===== config.mk =====
export PLATFORM = sky130hd
export DESIGN_NAME = timer_pool_scheduler
export DESIGN_NICKNAME = d
export VERILOG_FILES = /design/src/rtl/core/tps_pkg.sv /design/src/rtl/core/tps_time_unit.sv /design/src/rtl/core/timer_pool_scheduler.sv
export SDC_FILE = /design/constraint.sdc
export NUM_CORES = 2
export LEC_CHECK = 0
export ABC_AREA = 1
export BUFFER_PORTS_ARGS = -buffer_cell sky130_fd_sc_hd__buf_2
export CORE_ASPECT_RATIO = 0.6
export CORE_MARGIN = 10
export CORE_UTILIZATION = 55
export CTS_BUF_LIST = sky130_fd_sc_hd__clkbuf_4
export CTS_CLUSTER_SIZE = 10
export DETAILED_ROUTE_END_ITERATION = 10
export PLACE_DENSITY = 0.73
export RECOVER_POWER = 50
export SLEW_MARGIN = 20
export SYNTH_ARGS = -nofsm -noshare
export SYNTH_HDL_FRONTEND = slang
export SYNTH_SLANG_ARGS = --single-unit

===== constraint.sdc =====
create_clock -name i_clk -period 10.3 [get_ports i_clk]
set_input_delay 0.515 -clock i_clk [delete_from_list [all_inputs] [get_ports i_clk]]
set_output_delay 0.515 -clock i_clk [all_outputs]
set_load 0.1 [all_outputs]

===== src/rtl/core/tps_pkg.sv =====
// ----------------------------------------------------------------------------
// tps_pkg
// Shared types and constants for the timer pool scheduler.
// ----------------------------------------------------------------------------
package tps_pkg;

    localparam int TPS_NUM_SLOTS  = 16;   // default pool size
    localparam int TPS_TIME_BITS  = 48;   // default internal time width
    localparam int TPS_IN_TIME_W  = 48;   // time fields on the ports
    localparam int TPS_OP_W       = 3;
    localparam int TPS_KIND_W     = 3;
    localparam int TPS_ID_W       = 4;
    localparam int TPS_MS_SHIFT_W = 10;   // 1000 < 2**10

    typedef enum logic [TPS_OP_W-1:0] {
        OP_RUN_AT    = 3'd0,
        OP_RUN_AFTER = 3'd1,
        OP_RUN_LOOP  = 3'd2,
        OP_CANCEL    = 3'd3,
        OP_TICK      = 3'd4
    } t_tps_op;

    typedef enum logic [TPS_KIND_W-1:0] {
        RSP_ASSIGNED    = 3'd0,
        RSP_POOL_FULL   = 3'd1,
        RSP_CANCELLED   = 3'd2,
        RSP_CANCEL_MISS = 3'd3,
        RSP_FIRED       = 3'd4
    } t_tps_kind;

    typedef struct packed {
        logic [TPS_OP_W-1:0]      op;
        logic [TPS_IN_TIME_W-1:0] now;
        logic [TPS_IN_TIME_W-1:0] time_value;
        logic [TPS_ID_W-1:0]      timer_id;
    } t_tps_cmd;

    typedef struct packed {
        logic [TPS_KIND_W-1:0] kind;
        logic [TPS_ID_W-1:0]   slot_id;
        logic                  last;
    } t_tps_rsp;

    typedef enum logic [2:0] {
        S_IDLE,
        S_SCALE,
        S_ADD,
        S_FREE,
        S_CANCEL,
        S_SCAN,
        S_PICK,
        S_REARM
    } t_tps_state;

    typedef enum logic {
        TU_SCALE,   // saturating ms -> us (times 1000)
        TU_ADD      // saturating add
    } t_tu_mode;

endpackage


===== src/rtl/core/tps_time_unit.sv =====
// ----------------------------------------------------------------------------
// tps_time_unit
// Shared saturating time arithmetic: scale by 1000 or add two times.
// ----------------------------------------------------------------------------
module tps_time_unit
    import tps_pkg::*;
#(
    parameter int TIME_BITS = TPS_TIME_BITS
) (
    input  t_tu_mode               i_mode,
    input  logic [TIME_BITS-1:0]   i_a,
    input  logic [TIME_BITS-1:0]   i_b,
    output logic [TIME_BITS-1:0]   o_res
);

    localparam int PW = TIME_BITS + TPS_MS_SHIFT_W;

    logic [PW-1:0]        w_a_ext;
    logic [PW-1:0]        w_prod;
    logic [TIME_BITS:0]   w_sum;

    // 1000 = 1024 - 32 + 8
    assign w_a_ext = PW'(i_a);
    assign w_prod  = (w_a_ext << 10) - (w_a_ext << 5) + (w_a_ext << 3);
    assign w_sum   = {1'b0, i_a} + {1'b0, i_b};

    always_comb begin
        unique case (i_mode)
            TU_SCALE: begin
                o_res = (|w_prod[PW-1:TIME_BITS]) ? '1 : w_prod[TIME_BITS-1:0];
            end
            TU_ADD: begin
                o_res = w_sum[TIME_BITS] ? '1 : w_sum[TIME_BITS-1:0];
            end
            default: begin
                o_res = '1;
            end
        endcase
    end

endmodule


===== src/rtl/core/timer_pool_scheduler.sv =====
// ----------------------------------------------------------------------------
// timer_pool_scheduler
// Pool of one-shot and periodic timer slots with an earliest-first tick.
// ----------------------------------------------------------------------------
// A transaction is taken when start is high and busy is low; results come
// back on o_rsp, each valid for exactly one cycle while o_valid is high, and
// the receiver must take them as they come. For run_at, a linear walk finds
// the lowest free slot; run_after and run_loop first go through the shared
// scale-by-1000 and saturating add. A tick makes one pass over the expiry
// memory per fired timer plus a final empty pass (one memory read per slot,
// one compare a cycle), and a re-arm step per periodic timer that fires.
// Fired results trail the pass that finds them by one pass, because a
// result is only flagged last once the following pass has come up empty.
// No clearing pass is needed after reset: slot expiry and period stores
// are only read behind a used bit.
// ----------------------------------------------------------------------------
module timer_pool_scheduler
    import tps_pkg::*;
#(
    parameter int NUM_SLOTS = TPS_NUM_SLOTS,
    parameter int TIME_BITS = TPS_TIME_BITS
) (
    input  logic     i_clk,
    input  logic     i_rst_n,
    input  logic     start,
    output logic     busy,
    input  t_tps_cmd i_cmd,
    output logic     o_valid,
    output t_tps_rsp o_rsp
);

    localparam int SLOT_W = (NUM_SLOTS > 1) ? $clog2(NUM_SLOTS) : 1;
    localparam int IDX_W  = $clog2(NUM_SLOTS + 1);

    // ------------------------------------------------------------------
    // Registers
    // ------------------------------------------------------------------
    t_tps_state             r_state, n_state;
    logic [TPS_OP_W-1:0]    r_op, n_op;
    logic [TIME_BITS-1:0]   r_now, n_now;
    logic [TIME_BITS-1:0]   r_tv, n_tv;
    logic [TPS_ID_W-1:0]    r_id, n_id;
    logic [TIME_BITS-1:0]   r_acc, n_acc;
    logic [TIME_BITS-1:0]   r_exp_arm, n_exp_arm;
    logic [TIME_BITS-1:0]   r_per_arm, n_per_arm;
    logic                   r_periodic_arm, n_periodic_arm;
    logic [IDX_W-1:0]       r_idx, n_idx;
    logic                   r_pv, n_pv;
    logic [SLOT_W-1:0]      r_cmp_idx, n_cmp_idx;
    logic [SLOT_W-1:0]      r_best, n_best;
    logic [TIME_BITS-1:0]   r_best_exp, n_best_exp;
    logic                   r_best_vld, n_best_vld;
    logic [SLOT_W-1:0]      r_pend, n_pend;
    logic                   r_pend_vld, n_pend_vld;
    logic [NUM_SLOTS-1:0]   r_used, n_used;
    logic [NUM_SLOTS-1:0]   r_periodic, n_periodic;
    logic [NUM_SLOTS-1:0]   r_done, n_done;
    logic                   r_valid, n_valid;
    t_tps_rsp               r_rsp, n_rsp;

    // Slot stores, read data registered
    logic [TIME_BITS-1:0]   r_exp_mem [NUM_SLOTS];
    logic [TIME_BITS-1:0]   r_per_mem [NUM_SLOTS];
    logic [TIME_BITS-1:0]   r_exp_q;
    logic [TIME_BITS-1:0]   r_per_q;

    logic                   w_we_exp;
    logic                   w_we_per;
    logic [SLOT_W-1:0]      w_wr_addr;
    logic [TIME_BITS-1:0]   w_wr_exp;
    logic [SLOT_W-1:0]      w_rd_addr;

    logic                   w_accept;
    logic [TIME_BITS-1:0]   w_now_in;
    logic [TIME_BITS-1:0]   w_tv_in;
    logic [SLOT_W-1:0]      w_fidx;
    logic                   w_free_hit;
    logic                   w_free_last;
    logic                   w_cancel_hit;
    logic                   w_scan_end;
    logic                   w_cand;

    t_tu_mode               w_tu_mode;
    logic [TIME_BITS-1:0]   w_tu_a;
    logic [TIME_BITS-1:0]   w_tu_b;
    logic [TIME_BITS-1:0]   w_tu_res;

    assign w_accept = start && !busy;

    // Clamp incoming times to the internal time maximum
    generate
        if (TIME_BITS >= TPS_IN_TIME_W) begin : g_wide
            assign w_now_in = TIME_BITS'(i_cmd.now);
            assign w_tv_in  = TIME_BITS'(i_cmd.time_value);
        end else begin : g_narrow
            assign w_now_in = (|i_cmd.now[TPS_IN_TIME_W-1:TIME_BITS])
                            ? '1 : i_cmd.now[TIME_BITS-1:0];
            assign w_tv_in  = (|i_cmd.time_value[TPS_IN_TIME_W-1:TIME_BITS])
                            ? '1 : i_cmd.time_value[TIME_BITS-1:0];
        end
    endgenerate

    // ------------------------------------------------------------------
    // Shared arithmetic unit: scale in S_SCALE, add otherwise
    // ------------------------------------------------------------------
    assign w_tu_mode = (r_state == S_SCALE) ? TU_SCALE : TU_ADD;
    assign w_tu_a    = (r_state == S_SCALE) ? r_tv : r_now;
    assign w_tu_b    = (r_state == S_REARM) ? r_per_q : r_acc;

    tps_time_unit #(
        .TIME_BITS (TIME_BITS)
    ) u_time_unit (
        .i_mode (w_tu_mode),
        .i_a    (w_tu_a),
        .i_b    (w_tu_b),
        .o_res  (w_tu_res)
    );

    // ------------------------------------------------------------------
    // Status decodes
    // ------------------------------------------------------------------
    assign w_fidx       = SLOT_W'(r_idx);
    assign w_free_hit   = !r_used[w_fidx];
    assign w_free_last  = (r_idx == IDX_W'(NUM_SLOTS - 1));
    assign w_cancel_hit = (32'(r_id) < NUM_SLOTS) && r_used[SLOT_W'(r_id)];
    assign w_scan_end   = (r_idx == IDX_W'(NUM_SLOTS)) && !r_pv;
    // expired, armed and not yet fired in this tick
    assign w_cand       = r_pv && r_used[r_cmp_idx] && !r_done[r_cmp_idx] &&
                          (r_exp_q <= r_now);

    // ------------------------------------------------------------------
    // Next state
    // ------------------------------------------------------------------
    always_comb begin
        n_state = r_state;
        unique case (r_state)
            S_IDLE: begin
                if (w_accept) begin
                    unique case (i_cmd.op) inside
                        OP_RUN_AT:                 n_state = S_FREE;
                        OP_RUN_AFTER, OP_RUN_LOOP: n_state = S_SCALE;
                        OP_CANCEL:                 n_state = S_CANCEL;
                        OP_TICK:                   n_state = S_SCAN;
                        default:                   n_state = S_IDLE;
                    endcase
                end
            end
            S_SCALE:  n_state = S_ADD;
            S_ADD:    n_state = S_FREE;
            S_FREE: begin
                if (w_free_hit || w_free_last) begin
                    n_state = S_IDLE;
                end
            end
            S_CANCEL: n_state = S_IDLE;
            S_SCAN: begin
                if (w_scan_end) begin
                    n_state = S_PICK;
                end
            end
            S_PICK: begin
                if (!r_best_vld) begin
                    n_state = S_IDLE;
                end else if (r_periodic[r_best]) begin
                    n_state = S_REARM;
                end else begin
                    n_state = S_SCAN;
                end
            end
            S_REARM:  n_state = S_SCAN;
            default:  n_state = S_IDLE;
        endcase
    end

    // ------------------------------------------------------------------
    // Datapath and outputs
    // ------------------------------------------------------------------
    always_comb begin
        n_op           = r_op;
        n_now          = r_now;
        n_tv           = r_tv;
        n_id           = r_id;
        n_acc          = r_acc;
        n_exp_arm      = r_exp_arm;
        n_per_arm      = r_per_arm;
        n_periodic_arm = r_periodic_arm;
        n_idx          = r_idx;
        n_pv           = 1'b0;
        n_cmp_idx      = r_cmp_idx;
        n_best         = r_best;
        n_best_exp     = r_best_exp;
        n_best_vld     = r_best_vld;
        n_pend         = r_pend;
        n_pend_vld     = r_pend_vld;
        n_used         = r_used;
        n_periodic     = r_periodic;
        n_done         = r_done;
        n_valid        = 1'b0;
        n_rsp          = r_rsp;
        w_we_exp       = 1'b0;
        w_we_per       = 1'b0;
        w_wr_addr      = w_fidx;
        w_wr_exp       = r_exp_arm;
        w_rd_addr      = r_best;

        unique case (r_state)
            S_IDLE: begin
                if (w_accept) begin
                    n_op           = i_cmd.op;
                    n_now          = w_now_in;
                    n_tv           = w_tv_in;
                    n_id           = i_cmd.timer_id;
                    n_exp_arm      = w_tv_in;
                    n_per_arm      = '0;
                    n_periodic_arm = (i_cmd.op == OP_RUN_LOOP);
                    n_idx          = '0;
                    n_best_vld     = 1'b0;
                    n_pend_vld     = 1'b0;
                    n_done         = '0;
                end
            end
            S_SCALE: begin
                n_acc = w_tu_res;
                if (r_op == OP_RUN_LOOP) begin
                    n_per_arm = w_tu_res;
                end
            end
            S_ADD: begin
                n_exp_arm = w_tu_res;
            end
            S_FREE: begin
                if (w_free_hit) begin
                    w_we_exp           = 1'b1;
                    w_we_per           = 1'b1;
                    n_used[w_fidx]     = 1'b1;
                    n_periodic[w_fidx] = r_periodic_arm;
                    n_valid            = 1'b1;
                    n_rsp.kind         = RSP_ASSIGNED;
                    n_rsp.slot_id      = TPS_ID_W'(w_fidx);
                    n_rsp.last         = 1'b1;
                end else if (w_free_last) begin
                    n_valid       = 1'b1;
                    n_rsp.kind    = RSP_POOL_FULL;
                    n_rsp.slot_id = '0;
                    n_rsp.last    = 1'b1;
                end else begin
                    n_idx = r_idx + IDX_W'(1);
                end
            end
            S_CANCEL: begin
                n_valid       = 1'b1;
                n_rsp.slot_id = r_id;
                n_rsp.last    = 1'b1;
                if (w_cancel_hit) begin
                    n_used[SLOT_W'(r_id)]     = 1'b0;
                    n_periodic[SLOT_W'(r_id)] = 1'b0;
                    n_rsp.kind                = RSP_CANCELLED;
                end else begin
                    n_rsp.kind = RSP_CANCEL_MISS;
                end
            end
            S_SCAN: begin
                // issue one read per cycle, compare each result in the cycle after its read
                w_rd_addr = w_fidx;
                if (r_idx != IDX_W'(NUM_SLOTS)) begin
                    n_idx     = r_idx + IDX_W'(1);
                    n_pv      = 1'b1;
                    n_cmp_idx = w_fidx;
                end
                // strict less-than keeps the lower slot on a tie
                if (w_cand && (!r_best_vld || (r_exp_q < r_best_exp))) begin
                    n_best     = r_cmp_idx;
                    n_best_exp = r_exp_q;
                    n_best_vld = 1'b1;
                end
            end
            S_PICK: begin
                // period read for r_best is issued here for S_REARM
                if (r_pend_vld) begin
                    n_valid       = 1'b1;
                    n_rsp.kind    = RSP_FIRED;
                    n_rsp.slot_id = TPS_ID_W'(r_pend);
                    n_rsp.last    = !r_best_vld;
                end
                if (r_best_vld) begin
                    n_pend         = r_best;
                    n_pend_vld     = 1'b1;
                    n_done[r_best] = 1'b1;
                    if (!r_periodic[r_best]) begin
                        n_used[r_best] = 1'b0;
                    end
                    n_idx      = '0;
                    n_best_vld = 1'b0;
                end else begin
                    n_pend_vld = 1'b0;
                end
            end
            S_REARM: begin
                w_we_exp  = 1'b1;
                w_wr_addr = r_best;
                w_wr_exp  = w_tu_res;
            end
            default: begin
                n_valid = 1'b0;
            end
        endcase
    end

    // ------------------------------------------------------------------
    // Slot stores
    // ------------------------------------------------------------------
    always_ff @(posedge i_clk) begin
        if (w_we_exp) begin
            r_exp_mem[w_wr_addr] <= w_wr_exp;
        end
        if (w_we_per) begin
            r_per_mem[w_wr_addr] <= r_per_arm;
        end
        r_exp_q <= r_exp_mem[w_rd_addr];
        r_per_q <= r_per_mem[w_rd_addr];
    end

    // ------------------------------------------------------------------
    // Control registers
    // ------------------------------------------------------------------
    always_ff @(posedge i_clk) begin
        if (!i_rst_n) begin
            r_state    <= S_IDLE;
            r_used     <= '0;
            r_periodic <= '0;
            r_done     <= '0;
            r_pv       <= 1'b0;
            r_best_vld <= 1'b0;
            r_pend_vld <= 1'b0;
            r_valid    <= 1'b0;
        end else begin
            r_state    <= n_state;
            r_used     <= n_used;
            r_periodic <= n_periodic;
            r_done     <= n_done;
            r_pv       <= n_pv;
            r_best_vld <= n_best_vld;
            r_pend_vld <= n_pend_vld;
            r_valid    <= n_valid;
        end
    end

    // Payload registers
    always_ff @(posedge i_clk) begin
        r_op           <= n_op;
        r_now          <= n_now;
        r_tv           <= n_tv;
        r_id           <= n_id;
        r_acc          <= n_acc;
        r_exp_arm      <= n_exp_arm;
        r_per_arm      <= n_per_arm;
        r_periodic_arm <= n_periodic_arm;
        r_idx          <= n_idx;
        r_cmp_idx      <= n_cmp_idx;
        r_best         <= n_best;
        r_best_exp     <= n_best_exp;
        r_pend         <= n_pend;
        r_rsp          <= n_rsp;
    end

    assign busy    = (r_state != S_IDLE);
    assign o_valid = r_valid;
    assign o_rsp   = r_rsp;

    // ------------------------------------------------------------------
    // Assertions
    // ------------------------------------------------------------------
    a_no_pend_on_accept: assert property (@(posedge i_clk) disable iff (!i_rst_n)
        (start && !busy) |-> !r_pend_vld)
        else $error("fired result still pending at new transaction");

    a_scan_idx_bound: assert property (@(posedge i_clk) disable iff (!i_rst_n)
        (r_state == S_SCAN) |-> (r_idx <= IDX_W'(NUM_SLOTS)))
        else $error("scan index ran past the pool");

    a_fired_from_pick: assert property (@(posedge i_clk) disable iff (!i_rst_n)
        (o_valid && (o_rsp.kind == RSP_FIRED)) |-> ($past(r_state) == S_PICK))
        else $error("fired result outside of a tick");

    a_single_rsp_last: assert property (@(posedge i_clk) disable iff (!i_rst_n)
        (o_valid && (o_rsp.kind != RSP_FIRED)) |-> o_rsp.last)
        else $error("request result not flagged last");

    a_rearm_target: assert property (@(posedge i_clk) disable iff (!i_rst_n)
        (r_state == S_REARM) |-> (r_done[r_best] && r_used[r_best] && r_periodic[r_best]))
        else $error("re-arm of a slot that did not just fire");

endmodule

Word-level counts from Yosys, hierarchy flattened
Memories as Yosys holds them, arrays and structs flattened. A register that Yosys moved wholly into a read port is not among the register bits. Index checks and enable logic that the tools add are counted. Widths: inputs -> output; s select.

RAM bits: 1536. Register bits: 376. Memories: 2. Output and inout bits: 10. Word-level logic and storage cells: 195. Bits of input ports: 106.

Memories: r_exp_mem (words 16, width 48, read ports 1, clocked after memory_dff 1, write ports 1, RTL line timer_pool_scheduler.sv:62) `logic [TIME_BITS-1:0] r_exp_mem [NUM_SLOTS];`; r_per_mem (words 16, width 48, read ports 1, clocked after memory_dff 1, write ports 1, RTL line timer_pool_scheduler.sv:63) `logic [TIME_BITS-1:0] r_per_mem [NUM_SLOTS];`.

Equal/unequal tests: 29. $add $sub $neg: 4. Bitwise gates (word level): 7. Multiplexer cells: 77. Reduce and logical (&&, ||, !) cells: 43. Order comparisons: 9.

Operators by type and width (count): $mux 48 (8); $pmux 48 s2 (3); $mux 16 (8); $pmux 16 s2 (2); $add 58x51->58 (1); $sub 58x53->58 (1); $add 48x48->49 (1); $and 16x16->16 (3); $le 48x48->1 (1); $lt 48x48->1 (1); $pmux 16 s3 (1); $not 16->16 (2); $or 16x16->16 (2); $mux 5 (5); $mux 8 (3); $ne 2x2->1 const B (12); $pmux 3 s8 (1); $pmux 8 s3 (1); $mux 1 (23); $bmux 1 s4 (5); $lt 4x5->1 const B (4); $pmux 5 s4 (1); $reduce_and 3->1 (6); $bwmux 16 (1); 29 further kinds (73).

Logic depth before layout (Yosys ltp)
Depth after elaboration: 9. Mapped depth: 35. Gate-level depth less buffers: 32.

Cells and area by module
Synthesis repeated with hierarchy kept, for this count alone.

Cell total of the unflattened synthesis: 8171. Area, all modules: 90086.4 um2.

By module, submodules not included: timer_pool_scheduler (times used 1, area an instance 79935.4 um2, sequential area each 58786.4 um2, cells an instance 6249); tps_time_unit (times used 1, area an instance 10151.0 um2, sequential area each 0.0 um2, cells an instance 1922).

Worst setup path after synthesis
OpenSTA, ideal clock, no wires.

Path type: reg2reg. From: register r_state[0]. To: register r_per_arm[0], enable pin. Arrival time: 7.801 ns. Setup time: 0.586 ns. Clock period less this slack: 8.387 ns. Required time: 9.714 ns. Slack: 1.913 ns. Path buffers: 2. Cell stages (with the launch flop): 8. Cell sequence: dfxtp_1 > buf_6 > buf_2 > nor2_1 > inv_1 > nor2_1 > inv_1 > o41ai_1.

Cells in the longest elaborated chain, start to end: 5. Elaborated cells on any way between the ends: 9. Those cells by class: eq/ne: 3; reduce/logical: 6.

Ends and longest elaborated chain: start: declaration (RTL line timer_pool_scheduler.sv:38) `t_tps_state r_state, n_state;`; start signal: assignment (RTL line timer_pool_scheduler.sv:337) `r_state <= n_state;`; $reduce_bool 3->1 (RTL line timer_pool_scheduler.sv:366) `assign busy = (r_state != S_IDLE);`; via busy (RTL line timer_pool_scheduler.sv:26) `output logic busy,`; $logic_not 1->1 (RTL line timer_pool_scheduler.sv:88) `assign w_accept = start && !busy;`; $logic_and 1x1->1 (RTL line timer_pool_scheduler.sv:88); $ne 2x2->1 (no source line); $reduce_and 3->1 (no source line); end signal: assignment (RTL line timer_pool_scheduler.sv:356) `r_per_arm <= n_per_arm;`; end: declaration (RTL line timer_pool_scheduler.sv:45) `logic [TIME_BITS-1:0] r_per_arm, n_per_arm;`.

The timed path passes the listed nets, and every way through them passes these cells. A chain may end at the register's enable or synchronous reset.

Worst setup path in the final report
From: register r_state[2]. To: memory r_exp_mem[10][0] (netlist bit), data pin.

Cells in the longest elaborated chain, start to end: 8. Elaborated cells on any way between the ends: 13. Those cells by class: add/sub: 3; eq/ne: 2; mux: 7; reduce/logical: 1.

Ends and longest elaborated chain: $eq 3x1->1 (RTL line timer_pool_scheduler.sv:106, timer_pool_scheduler.sv:107); $mux 48 (RTL line timer_pool_scheduler.sv:107) `assign w_tu_a = (r_state == S_SCALE) ? r_tv : r_now;`; $sub 58x53->58 (RTL line tps_time_unit.sv:24) `assign w_prod = (w_a_ext << 10) - (w_a_ext << 5) + (w_a_ext << 3);`; $add 58x51->58 (RTL line tps_time_unit.sv:24); $reduce_or 10->1 (RTL line tps_time_unit.sv:30) `o_res = (|w_prod[PW-1:TIME_BITS]) ? '1 : w_prod[TIME_BITS-1:0];`; $mux 48 (RTL line tps_time_unit.sv:30); $pmux 48 s2 (*) (RTL line tps_time_unit.sv:28) `unique case (i_mode)`; via u_time_unit.o_res[0] (RTL line tps_time_unit.sv:13) `output logic [TIME_BITS-1:0] o_res`; $mux 48 (*) (RTL line timer_pool_scheduler.sv:206) `unique case (r_state)`; via w_wr_exp[0] (RTL line timer_pool_scheduler.sv:70) `logic [TIME_BITS-1:0] w_wr_exp;`; end: declaration (RTL line timer_pool_scheduler.sv:62).

Mark *: on every way through the listed nets, which the timed path passes. The rest lies on a longest branch.

==> impl_metrics.yaml <==
status:
  status: "finished with violations"
  violations: "capacitance limit, slew limit"
global_routing:
  antenna_found_initial: 19
  grt_pass1_vias: 65200
  overflow: 0
  grt_max_degree: 245
  grt_pass1_wl_mm: 465
  grt_usage_pct: 35.2
sta:
  tns_ns: 0
  setup_viol: 0
  max_freq_mhz: 114
  tightest_slew_ns: 4.97
  fin_crit_ns: 8.76
  slew_headroom_pct: -231
  rsz0062_at_grt: "no"
  final.period_utilization_pct: 85.0
  finalHoldViolCount: 0
  slew_viol_final: 1308
  fin_skew_ns: 0.205
die:
  die_area_mm2: 0.180
  die_h_um: 333
  ios: 116
  fp-row-count: 114
  initial_core_util_pct: 55.5
  fp.dieW_um: 541
  coreArea_mm2: 0.162
setup_path:
  slowest_stage: "nor2_1"
  crit_top_cell: "nand2_1"
  cp.arrival_ns: 9.54
  r2r_slack_ns: 1.54
  path_max_fanout: 50
  startpoint: "r_state[2]$_SDFFE_PN0P_"
  critical-path-top-delay-family: "simple AND/OR/NAND/NOR gates"
  rr_endpoint: "r_exp_mem[10][0]$_DFFE_PP_"
  reg2reg_depth: 27
  cp.depth: 27
  critPathBufInv: 5
  cp-endpoint: "r_exp_mem[10][0]$_DFFE_PP_"
  cp.required_ns: 11.08
  cpPeakStageDelay_ns: 1.21
  crit_path_start_kind: "flip-flop"
  reg2reg_from: "r_state[2]$_SDFFE_PN0P_"
  crit_path_end_kind: "flip-flop"
  worstSetupPathType: "flip-flop to flip-flop"
logic_synthesis:
  synth_seq_cells: 2008
  yosysMostFrequentCell: "edfxtp_1"
  synth_common_cells: "edfxtp_1 (1857), nand2_1 (1259), nor2_1 (1135), o21ai_0 (962), inv_1 (560)"
  syn_nets: 8484
  synth_top_area_share_pct: 62.2
  yosysSeqAreaShare_pct: 65.5
  postSynthAreaPerCell_um2: 11.0
  synth_edf_count: 1857
  yosysTopAreaCell: "edfxtp_1"
  ys_types: 55
  async_reset_ff_share_pct: 0
  synth_ff_type: "edfxtp_1"
  netlist_area_mm2: 0.0897
  synthCells: 8137
  yosys_warnings: 0
  yosys-top-cells-area: "edfxtp_1 (62%), o21ai_0 (5.4%), nand2_1 (5.3%)"
detailed_routing:
  detail-route-antenna-nets: 0
  via_per_inst: 6.34
  vias: 70100
  dr.pass1.iters: 9
  wl_mm: 330
  drc: 0
  wire_per_inst_um: 29.9
  first_iter_violations: 11600
placed_design:
  gp_congestion: 1.10
  io_buffers: 115
  hpwl_mm: 213
final_layout:
  drive_above_1_share_pct: 10.8
  fin_nets: 8871
  syn_to_final_growth_pct: 11.1
clock_network:
  post_cts_buffers: 0
  cts_tree: "yes"
  clock_latency_ns: 1.28
  ctsRootBufferMaster: "clkbuf_4"
  clk_pin_slew_ns: 0.08
  clock_path_buffers: 4
  cts-buffers-inserted: 446
  clock-sinks: 2008
  cts_htree_levels: 5
flow_run:
  drv_cap: 37
hold_path:
  hp-class: "primary input to flip-flop"
state kept, by name (all words and copies together), names as in the netlist, 5 cells and up:
| name | count |
|---|---|
| o_rsp | 8 |
| r_acc | 48 |
| r_best_exp | 48 |
| r_done | 16 |
| r_exp_arm | 48 |
| r_exp_mem | 768 |
| r_exp_q | 48 |
| r_idx | 5 |
| r_now | 48 |
| r_per_arm | 48 |
| r_per_mem | 768 |
| r_per_q | 48 |
| r_periodic | 16 |
| r_tv | 48 |
| r_used | 16 |
through the flow:
stage / util [%] / hold slack [ns] / setup slack (ns) / std cells / instance area [um^2]
2_1_floorplan: - / 0.408 / 1.91 / 8137 / 89700
3_3_place_gp: 57.2 / 0.440 / 2.56 / 10100 / 92400
4_1_cts: 61.8 / 0.00317 / 2.45 / 11000 / 99900
3_5_place_dp: 57.2 / 0.440 / 2.45 / 10100 / 92500
6_report: 61.7 / 0.0983 / 1.54 / 11000 / 99700
5_1_grt: 61.7 / 0.0566 / 1.14 / 11000 / 99600
metal layers:
layer  wire length [um]  global-route usage, %  vias to the layer above  part of all wire [%]
li1                   -                      -                    30300                     -
met1             133000                   51.9                    33600                    40
met2             130000                   46.6                     5444                    39
met3              53200                   13.9                      721                    16
met4              13200                   13.0                       26                   4.0
met5                150                      0                        -                 0.045
what timing repair did:
| action | CTS | global route |
|---|---|---|
| hold buffers | 152 | 0 |
| gates resized for setup | 0 | 0 |
| setup endpoints to repair | 0 | 0 |
| endpoints found under the hold margin | 186 | 0 |
layout by cell type (no fill, tap or decap), drive strengths merged, types with 128 or more instances in the layout:
cell type,instances
inv,578
nand2,1271
nand3,271
nand4,133
buf,128
dlygate4sd3,152
o22ai,130
o221ai,272
a21oi,249
clkbuf,825
edfxtp,1857
dfxtp,151
ha,215
o21ai,1025
nor2,1141
logic make-up after synthesis:
| group | Yosys count | share of synthesized area, % |
|---|---|---|
| and+or+nand+nor | 2905 | 13.2 |
| xor gates and xnor gates | 82 | 0.801 |
| adders and majority gates | 241 | 3.58 |
| AOI/OAI and AO/OA | 1883 | 12.4 |
| DFF | 2008 | 65.5 |
| buffers and inverters | 1018 | 4.40 |
how the worst min path moves through the flow:
stage / cells after the start / to / from
4_1_cts: 2 / r_now[7]$_DFFE_PP_ / i_cmd[59]
5_1_grt: 2 / r_now[4]$_DFFE_PP_ / i_cmd[56]
3_3_place_gp: 2 / r_done[4]$_SDFFE_PN0P_ / r_done[4]$_SDFFE_PN0P_
6_report: 2 / r_now[4]$_DFFE_PP_ / i_cmd[56]
2_1_floorplan: 0 / r_best_exp[0]$_DFFE_PP_ / r_exp_q[0]$_DFF_P_
3_5_place_dp: 2 / r_done[9]$_SDFFE_PN0P_ / r_done[9]$_SDFFE_PN0P_
area by class of cell:
type                    count  area (um^2)
clock inverters            88          445
repair buffers            378         2860
inverters                 579         2200
fillers                 12900        61900
clock buffers             727         5460
well taps                2146         2690
diodes                     10         25.0
multi-input cells        5111        27200
flip-flops and latches   2008        58800
Power is left out: the tool's default activity adds up to more than one toggle a clock period on the data nets, which glitch-free logic cannot reach.
